### src/rtl/core/aoc_pkg.sv
// shared constants and types for the alpha over composite pipeline
package aoc_pkg;

    localparam int unsigned FULL_SCALE = 255;
    localparam int unsigned CH_W       = 8;
    localparam int unsigned W_W        = 16;
    localparam int unsigned NUM_W      = 24;
    localparam int unsigned LANES      = 3;

    typedef logic [CH_W-1:0]  chan_t;
    typedef logic [W_W-1:0]   wgt_t;
    typedef logic [NUM_W-1:0] num_t;

    typedef struct packed {
        num_t  rem;
        wgt_t  dvs;
        chan_t quo;
    } div_lane_t;

endpackage

### src/rtl/core/alpha_over_composite.sv
// porter-duff over composite of two straight-alpha rgba8 pixels, fully pipelined
// the done strobe follows the start transfer through the input, weight, product and load registers and the divider
// throughput: one pixel pair per cycle through the 8-stage restoring divider
// busy is always low: the pipeline never stalls since results cannot be held off
// reset: rst_n asynchronously clears all valid bits; payload registers are not reset
module alpha_over_composite
    import aoc_pkg::*;
(
    input  logic       clk,
    input  logic       rst_n,
    input  logic       start,
    output logic       busy,
    input  logic [7:0] top_red,
    input  logic [7:0] top_green,
    input  logic [7:0] top_blue,
    input  logic [7:0] top_alpha,
    input  logic [7:0] bottom_red,
    input  logic [7:0] bottom_green,
    input  logic [7:0] bottom_blue,
    input  logic [7:0] bottom_alpha,
    output logic       done,
    output logic [7:0] out_red,
    output logic [7:0] out_green,
    output logic [7:0] out_blue,
    output logic [7:0] out_alpha
);

    localparam int unsigned DSTAGES = CH_W;

    // stage 0: input registers
    logic  v_in_reg;
    chan_t tc_reg [3];
    chan_t bc_reg [3];
    chan_t ta_reg;
    chan_t ba_reg;

    assign busy = 1'b0;

    always_ff @(posedge clk or negedge rst_n)
    begin
        if (!rst_n)
            v_in_reg <= 1'b0;
        else
            v_in_reg <= start && !busy;
    end

    always_ff @(posedge clk)
    begin
        tc_reg[0] <= top_red;
        tc_reg[1] <= top_green;
        tc_reg[2] <= top_blue;
        bc_reg[0] <= bottom_red;
        bc_reg[1] <= bottom_green;
        bc_reg[2] <= bottom_blue;
        ta_reg    <= top_alpha;
        ba_reg    <= bottom_alpha;
    end

    // stage 1: layer weights
    logic  v_w_reg;
    wgt_t  wt_reg;
    wgt_t  wb_reg;
    chan_t tc1_reg [3];
    chan_t bc1_reg [3];
    chan_t inv_ta;

    assign inv_ta = chan_t'(FULL_SCALE) - ta_reg;

    always_ff @(posedge clk or negedge rst_n)
    begin
        if (!rst_n)
            v_w_reg <= 1'b0;
        else
            v_w_reg <= v_in_reg;
    end

    always_ff @(posedge clk)
    begin
        wt_reg  <= W_W'(ta_reg) * W_W'(FULL_SCALE);
        wb_reg  <= W_W'(ba_reg) * W_W'(inv_ta);
        tc1_reg <= tc_reg;
        bc1_reg <= bc_reg;
    end

    // stage 2: per-channel products
    logic v_p_reg;
    num_t pt_reg [3];
    num_t pb_reg [3];
    wgt_t wt2_reg;
    wgt_t wb2_reg;

    always_ff @(posedge clk or negedge rst_n)
    begin
        if (!rst_n)
            v_p_reg <= 1'b0;
        else
            v_p_reg <= v_w_reg;
    end

    always_ff @(posedge clk)
    begin
        for (int c = 0; c < 3; c++)
        begin
            pt_reg[c] <= NUM_W'(tc1_reg[c]) * NUM_W'(wt_reg);
            pb_reg[c] <= NUM_W'(bc1_reg[c]) * NUM_W'(wb_reg);
        end
        wt2_reg <= wt_reg;
        wb2_reg <= wb_reg;
    end

    // stage 3: numerators and total weight, loaded into the divider lanes
    logic         v_s_reg;
    logic         zero_s_reg;
    chan_t        alpha_s_reg;
    div_lane_t    lane_s_reg [LANES];
    wgt_t         weight;
    logic [W_W:0] w_inc;
    logic [W_W:0] a_sum;

    assign weight = wt2_reg + wb2_reg;

    // divide by 255 as (x + 1 + ((x + 1) >> 8)) >> 8, exact over the weight range
    assign w_inc = {1'b0, weight} + (W_W+1)'(1);
    assign a_sum = w_inc + (w_inc >> CH_W);

    always_ff @(posedge clk or negedge rst_n)
    begin
        if (!rst_n)
            v_s_reg <= 1'b0;
        else
            v_s_reg <= v_p_reg;
    end

    always_ff @(posedge clk)
    begin
        for (int c = 0; c < 3; c++)
        begin
            lane_s_reg[c].rem <= pt_reg[c] + pb_reg[c];
            lane_s_reg[c].dvs <= weight;
            lane_s_reg[c].quo <= '0;
        end
        alpha_s_reg <= a_sum[2*CH_W-1:CH_W];
        zero_s_reg  <= (weight == '0);
    end

    // restoring divider, one quotient bit per stage, msb first
    logic      v_d_reg     [DSTAGES];
    logic      zero_d_reg  [DSTAGES];
    chan_t     alpha_d_reg [DSTAGES];
    div_lane_t lane_d_reg  [DSTAGES][LANES];

    for (genvar k = 0; k < DSTAGES; k++)
    begin : g_div
        localparam int unsigned SH = DSTAGES - 1 - k;

        logic      v_prev;
        logic      z_prev;
        chan_t     a_prev;
        div_lane_t l_prev [LANES];
        div_lane_t l_next [LANES];

        if (k == 0)
        begin : g_first
            assign v_prev = v_s_reg;
            assign z_prev = zero_s_reg;
            assign a_prev = alpha_s_reg;
            assign l_prev = lane_s_reg;
        end
        else
        begin : g_rest
            assign v_prev = v_d_reg[k-1];
            assign z_prev = zero_d_reg[k-1];
            assign a_prev = alpha_d_reg[k-1];
            assign l_prev = lane_d_reg[k-1];
        end

        always_comb
        begin
            logic [NUM_W:0] trial;
            for (int c = 0; c < LANES; c++)
            begin
                trial = (NUM_W+1)'(l_prev[c].dvs) << SH;
                l_next[c] = l_prev[c];
                if ({1'b0, l_prev[c].rem} >= trial)
                begin
                    l_next[c].rem = l_prev[c].rem - trial[NUM_W-1:0];
                    l_next[c].quo[SH] = 1'b1;
                end
            end
        end

        always_ff @(posedge clk or negedge rst_n)
        begin
            if (!rst_n)
                v_d_reg[k] <= 1'b0;
            else
                v_d_reg[k] <= v_prev;
        end

        always_ff @(posedge clk)
        begin
            lane_d_reg[k]  <= l_next;
            zero_d_reg[k]  <= z_prev;
            alpha_d_reg[k] <= a_prev;
        end
    end

    // zero total weight forces every field to zero
    logic last_zero;
    assign last_zero = zero_d_reg[DSTAGES-1];

    assign done      = v_d_reg[DSTAGES-1];
    assign out_red   = last_zero ? '0 : lane_d_reg[DSTAGES-1][0].quo;
    assign out_green = last_zero ? '0 : lane_d_reg[DSTAGES-1][1].quo;
    assign out_blue  = last_zero ? '0 : lane_d_reg[DSTAGES-1][2].quo;
    assign out_alpha = last_zero ? '0 : alpha_d_reg[DSTAGES-1];

    // the strobe is the loaded divider valid carried through every divider stage
    a_done_follows: assert property (@(posedge clk) disable iff (!rst_n)
        done == $past(v_s_reg, DSTAGES))
        else $error("done strobe out of step with divider input");

    // a full-weight composite comes out fully opaque
    a_opaque_top: assert property (@(posedge clk) disable iff (!rst_n)
        (v_s_reg && alpha_s_reg == 8'd255) |->
        ##(DSTAGES) (done && out_alpha == 8'd255))
        else $error("opaque composite lost alpha");

    // a transfer is never refused
    a_never_busy: assert property (@(posedge clk) disable iff (!rst_n)
        start |-> !busy)
        else $error("busy raised on a stall-free pipeline");

endmodule
### config.mk
export PLATFORM = sky130hd
export DESIGN_NAME = alpha_over_composite
export DESIGN_NICKNAME = d
export VERILOG_FILES = /design/src/rtl/core/aoc_pkg.sv /design/src/rtl/core/alpha_over_composite.sv
export SDC_FILE = /design/constraint.sdc
export NUM_CORES = 2
export LEC_CHECK = 0
export BUFFER_PORTS_ARGS = -buffer_cell sky130_fd_sc_hd__buf_2
export CAP_MARGIN = 30
export CORE_MARGIN = 2
export CORE_UTILIZATION = 40
export DETAILED_ROUTE_END_ITERATION = 6
export GPL_ROUTABILITY_DRIVEN = 0
export PLACE_DENSITY = 0.66
export RECOVER_POWER = 50
export SLEW_MARGIN = 25
export SYNTH_ARGS = -nofsm -noshare
export SYNTH_HDL_FRONTEND = slang
export SYNTH_SLANG_ARGS = --single-unit
### constraint.sdc
create_clock -name clk -period 7.7 [get_ports clk]
set_input_delay 0 -clock clk [delete_from_list [all_inputs] [get_ports clk]]
set_output_delay 0 -clock clk [all_outputs]
set_load 0.02 [all_outputs]
* Word-level counts from Yosys, hierarchy flattened
Memories as Yosys holds them, arrays and structs flattened. Index checks and enable logic that the tools add are counted.
Word-level totals: register bits after elaboration 285, RAM bits 1368, input bits 67, output and inout port bits 34, memories 5
Memory list:
- lane_d_reg | words 8, bits a word 144, read ports 8, clocked after memory_dff 0, write ports 8, line alpha_over_composite.sv:150 | div_lane_t lane_d_reg [DSTAGES][LANES];
- pb_reg | words 3, bits a word 24, read ports 3, clocked after memory_dff 0, write ports 3, line alpha_over_composite.sv:88 | num_t pb_reg [3];
- pt_reg | words 3, bits a word 24, read ports 3, clocked after memory_dff 0, write ports 3, line alpha_over_composite.sv:87 | num_t pt_reg [3];
- alpha_d_reg | words 8, bits a word 8, read ports 8, clocked after memory_dff 0, write ports 8, line alpha_over_composite.sv:149 | chan_t alpha_d_reg [DSTAGES];
- zero_d_reg | words 8, bits a word 1, read ports 8, clocked after memory_dff 0, write ports 8, line alpha_over_composite.sv:148 | logic zero_d_reg [DSTAGES];
Cells by class: add/sub/neg operators 31, $mul 8, magnitude comparators 24, muxes and demuxes 52, reductions and logical operators 1
Operators with widths (count):
- two-way mux 24 bit | 24
- multiplier 8 x 16 -> 24 bit | 6
- adder 24 bit | 3
- >= comparator 24 x 16 -> 1 bit | 3
- >= comparator 24 x 17 -> 1 bit | 3
- >= comparator 24 x 18 -> 1 bit | 3
- >= comparator 24 x 19 -> 1 bit | 3
- >= comparator 24 x 20 -> 1 bit | 3
- >= comparator 24 x 21 -> 1 bit | 3
- >= comparator 24 x 22 -> 1 bit | 3
- >= comparator 24 x 23 -> 1 bit | 3
- subtractor 24 x 16 -> 24 bit | 3
- subtractor 24 x 17 -> 24 bit | 3
- subtractor 24 x 18 -> 24 bit | 3
- subtractor 24 x 19 -> 24 bit | 3
- subtractor 24 x 20 -> 24 bit | 3
- subtractor 24 x 21 -> 24 bit | 3
- subtractor 24 x 22 -> 24 bit | 3
- subtractor 24 x 23 -> 24 bit | 3
- two-way mux 8 bit | 4
- two-way mux 1 bit | 24
- adder 16 x 1 -> 17 bit (second input constant) | 1
- adder 16 bit | 1
- adder 16 x 9 -> 16 bit | 1
- other kinds (4) | 4

* Longest topological paths before layout
word-level depth 3, depth in mapped cells 22

* Least setup slack after synthesis
Ideal clock, no wire load.
path kind register to register, start point register wt_reg[4], end point memory pt_reg[0][70] (netlist name), arrival time 5.256 ns, setup slack 2.371 ns, cell stages (with the launch flop) 21, path through dfxtp_1 clkbuf_1 nand2_1 fa_1 fa_1 inv_1 fa_1 inv_1 fa_1 inv_1 ha_1 nand2_1 o21ai_0 o41ai_1 o21ai_0 o41a_1 a41o_1 o41a_1 a21o_1 a21oi_1 xnor2_1
RTL lines:
- from (decl) | line alpha_over_composite.sv:61 | wgt_t wt_reg;
- from (signal assigned) | line alpha_over_composite.sv:79 | wt_reg <= W_W'(ta_reg) * W_W'(FULL_SCALE);
- to (decl) | line alpha_over_composite.sv:87

==> summary.md <==
| Metric | Value |
|---|---|
| Final ANT Viol Nets | `0` |
| CTS tree | `yes` |
| Floorplan die height | `447 um` |
| Final Setup Violations | `0` |
| Pre-CTS WS | `1.62 ns` |
| Req. time, crit path | `8.40 ns` |
| Cell count after synthesis | `8308` |
| Largest net degree at the start of global routing | `36` |
| Cts bufs inserted | `134` |
| Achievable frequency | `155 MHz` |
| Total Wirelength | `198000 um` |
| Detailed Place HPWL | `157000 um` |
| Area growth syn-to-layout | `11.8%` |
| Antenna violations before repair | `5` |
| Die Wd | `447 um` |
| Resize count post-CTS | `0` |
| First-pass GRT wire length | `313000 um` |
| Die area | `200000 um^2` |
| R2R Path Start | `wb_reg[6]$_DFF_P_` |
| Reg clk slew, reported paths | `0.06 ns` |
| Via count of the first global-routing pass | `58536` |
| Worst setup EP type | `register` |
| Hold/Removal Path Class | `in2async` |
| Num Clock Sinks | `1225` |
| Gr usage total | `19.8%` |
| Ys flop type | `dfxtp_1` |
| Unrepaired setup endpoints after global routing | `no` |
| Slew Limit Fails | `99` |
| Distinct cells, synth | `95` |
| Final WS setup | `1.24 ns` |
| Worst Clk Skew | `0.0402 ns` |
| Routed vias | `57386` |
| Sum Neg Setup Slack | `0 ns` |
| Max reg flops | `724` |
| Final period utilization | `83.9%` |
| DRC | `0` |
| Syn Nets | `9783` |
| Most common cell in the netlist | `dfxtp_1` |
| Core area | `195000 um^2` |
| Clk buf depth | `3` |
| Post-layout min period | `6.46 ns` |
| Outcome | `complete, but fails checks` |
| Ys Warns | `0` |
| Boundary Pins | `101` |
| Clock root buffer | `clkbuf_16` |
| WP depth | `18` |
| CP cell instances | `clkbuf_1 -> and2_1 -> fa_1 -> fa_1 -> fa_1 -> inv_1 -> fa_1 -> inv_1 -> ha_1 -> or3_1 -> a311oi_1 -> o31ai_1 -> o41ai_1 -> o21ai_0 -> o41a_1 -> a21o_1 -> a21oi_1 -> xnor2_1` |
| Worst path slowest cell | `clkbuf_1` |
| RR Endpoint | `pb_reg[0][47]$_DFF_P_` |
| Yosys top cell area share | `31.0%` |
| R2R depth | `18` |
| Largest stage delay, worst path | `1.01 ns` |
| Critical Path Fanout Max | `25` |
| DRT iter0 DRCs | `3401` |
| Worst path buffer plus inverter count | `3` |
| Layout net count | `10002` |
| # Post-CTS Setup Buffers | `0` |
| Delay-heaviest family, CP | `adder cells` |
| Arrival time worst endpoint | `7.15 ns` |
| CP Class | `reg2reg` |
| Top post-synthesis cells by area | `dfxtp_1 31%, fa_1 15%, ha_1 13%, and2_1 5.1%, inv_1 4.9%` |
| R2R setup slack | `1.24 ns` |
| Hold Fails Final Rpt | `0` |
| Vias/cell | `5.10` |
| Synthesis-stage register bit count | `1225` |
| PortBufs | `99` |
| H-tree levels | `4` |
| Ys async rst share | `0.980%` |
| Violated checks | `capacitance limit, slew limit` |
| Later-pin clock latency in the skew report | `0.79 ns` |
| Initial core utilization | `40.3%` |
| Global route total overflow | `0` |
| Routed WL per cell | `17.6 um` |
| Std cell rows | `162` |
| CP startpoint kind | `register` |
| Sequential cell area fraction in the yosys report | `31.4%` |
| MaxCap Viol Count | `4` |
| Share of cells above drive strength 1 | `5.09%` |
| Worst path most repeated cell | `fa_1` |
| Worst slew pin tran | `1.79 ns` |
| Post-synth EDFFs | `0` |
| Initial DRT Pass Iterations | `7` |
| Post-synth top cells | `1213 x dfxtp_1, 1015 x inv_1, 813 x ha_1, 644 x and2_1, 595 x fa_1` |
| Cell Area, Synth | `78400 um^2` |
| Dominant cell type by area after synthesis | `dfxtp_1` |
| Relative slew slack | `-19.0%` |
| Avg Cell Area, Syn | `9.44 um^2` |
[how the worst max path moves through the flow]
stage,startpoint,endpoint
4_1_cts,wt_reg[4]$_DFF_P_,pt_reg[0][70]$_DFF_P_
5_1_grt,wb_reg[6]$_DFF_P_,pb_reg[0][47]$_DFF_P_
6_report,wb_reg[6]$_DFF_P_,pb_reg[0][47]$_DFF_P_
2_1_floorplan,wt_reg[4]$_DFF_P_,pt_reg[0][70]$_DFF_P_
3_5_place_dp,wt_reg[4]$_DFF_P_,pt_reg[0][70]$_DFF_P_
3_3_place_gp,wt_reg[4]$_DFF_P_,pt_reg[0][70]$_DFF_P_
[per-stage QoR]
step           utilization (%)  instances  area (um^2)  hold WS (ns)
3_5_place_dp              42.0      10872        81700        -0.105
6_report                  45.0      11258        87700         0.262
4_1_cts                   45.0      11244        87700         0.243
2_1_floorplan                -       8308        78400        -0.296
3_3_place_gp              42.0      10871        81700        -0.111
5_1_grt                   45.0      11255        87700         0.283
[layout by cell type, fill, tap and decap left out, drive strengths merged, types with 52 or more instances in the layout]
cell         Yosys  final
xor2           206    206
nor2b          166    166
dfxtp         1213   1213
inv           1015   1027
buf             10     94
o21ai          385    385
and2           644    644
nand2b          99     99
dlygate4sd3      0    132
fa             595    595
ha             813    813
nand3          100    100
nor2           379    379
or3             55     55
xnor2          322    322
a21o           162    162
nand2          597    597
o21a            52     52
clkbuf         184    227
nor3           145    145
a21oi          412    412
a21boi          52     52
[logic make-up after synthesis]
family          count (synthesis)  share of synthesized area (%)
compound gates               1423                           11.5
xor+xnor                      528                           5.91
fa+ha+maj                    1408                           28.2
buf+inv                      1210                           5.83
flops                        1225                           31.4
mux                            68                          0.945
other cells                     1                        0.00478
simple gates                 2445                           16.3
[metal layers]
metal	GRT usage (%)	part of all wire (%)	vias to the layer above
met3	2.91	4.3	485
met4	11.8	6.8	4
met1	22.7	40	27464
met5	0	0.014	-
li1	-	-	27931
met2	34.9	48	1502
[timing repair]
item	CTS	global route
endpoints found under the setup margin	0	0
hold endpoints to repair	77	0
hold buffers	132	0
[tightest hold or removal path: cells and delay by family]
kind | cells | cell delay (ns)
buffers and inverters | 3 | 1.49
[cell type report]
cell class / count / area, um^2
Tap cell: 2624 / 3280
Inverter: 1016 / 3810
Clock inverter: 64 / 850
Timing Repair Buffer: 277 / 2100
Clock buffer: 176 / 3780
Antenna cell: 3 / 7.51
Sequential cell: 1225 / 24600
Multi-Input combinational cell: 5873 / 49300
Fill cell: 18275 / 107000
Power is left out: the tool's default activity adds up to more than one toggle a clock period on the data nets, which glitch-free logic cannot reach.
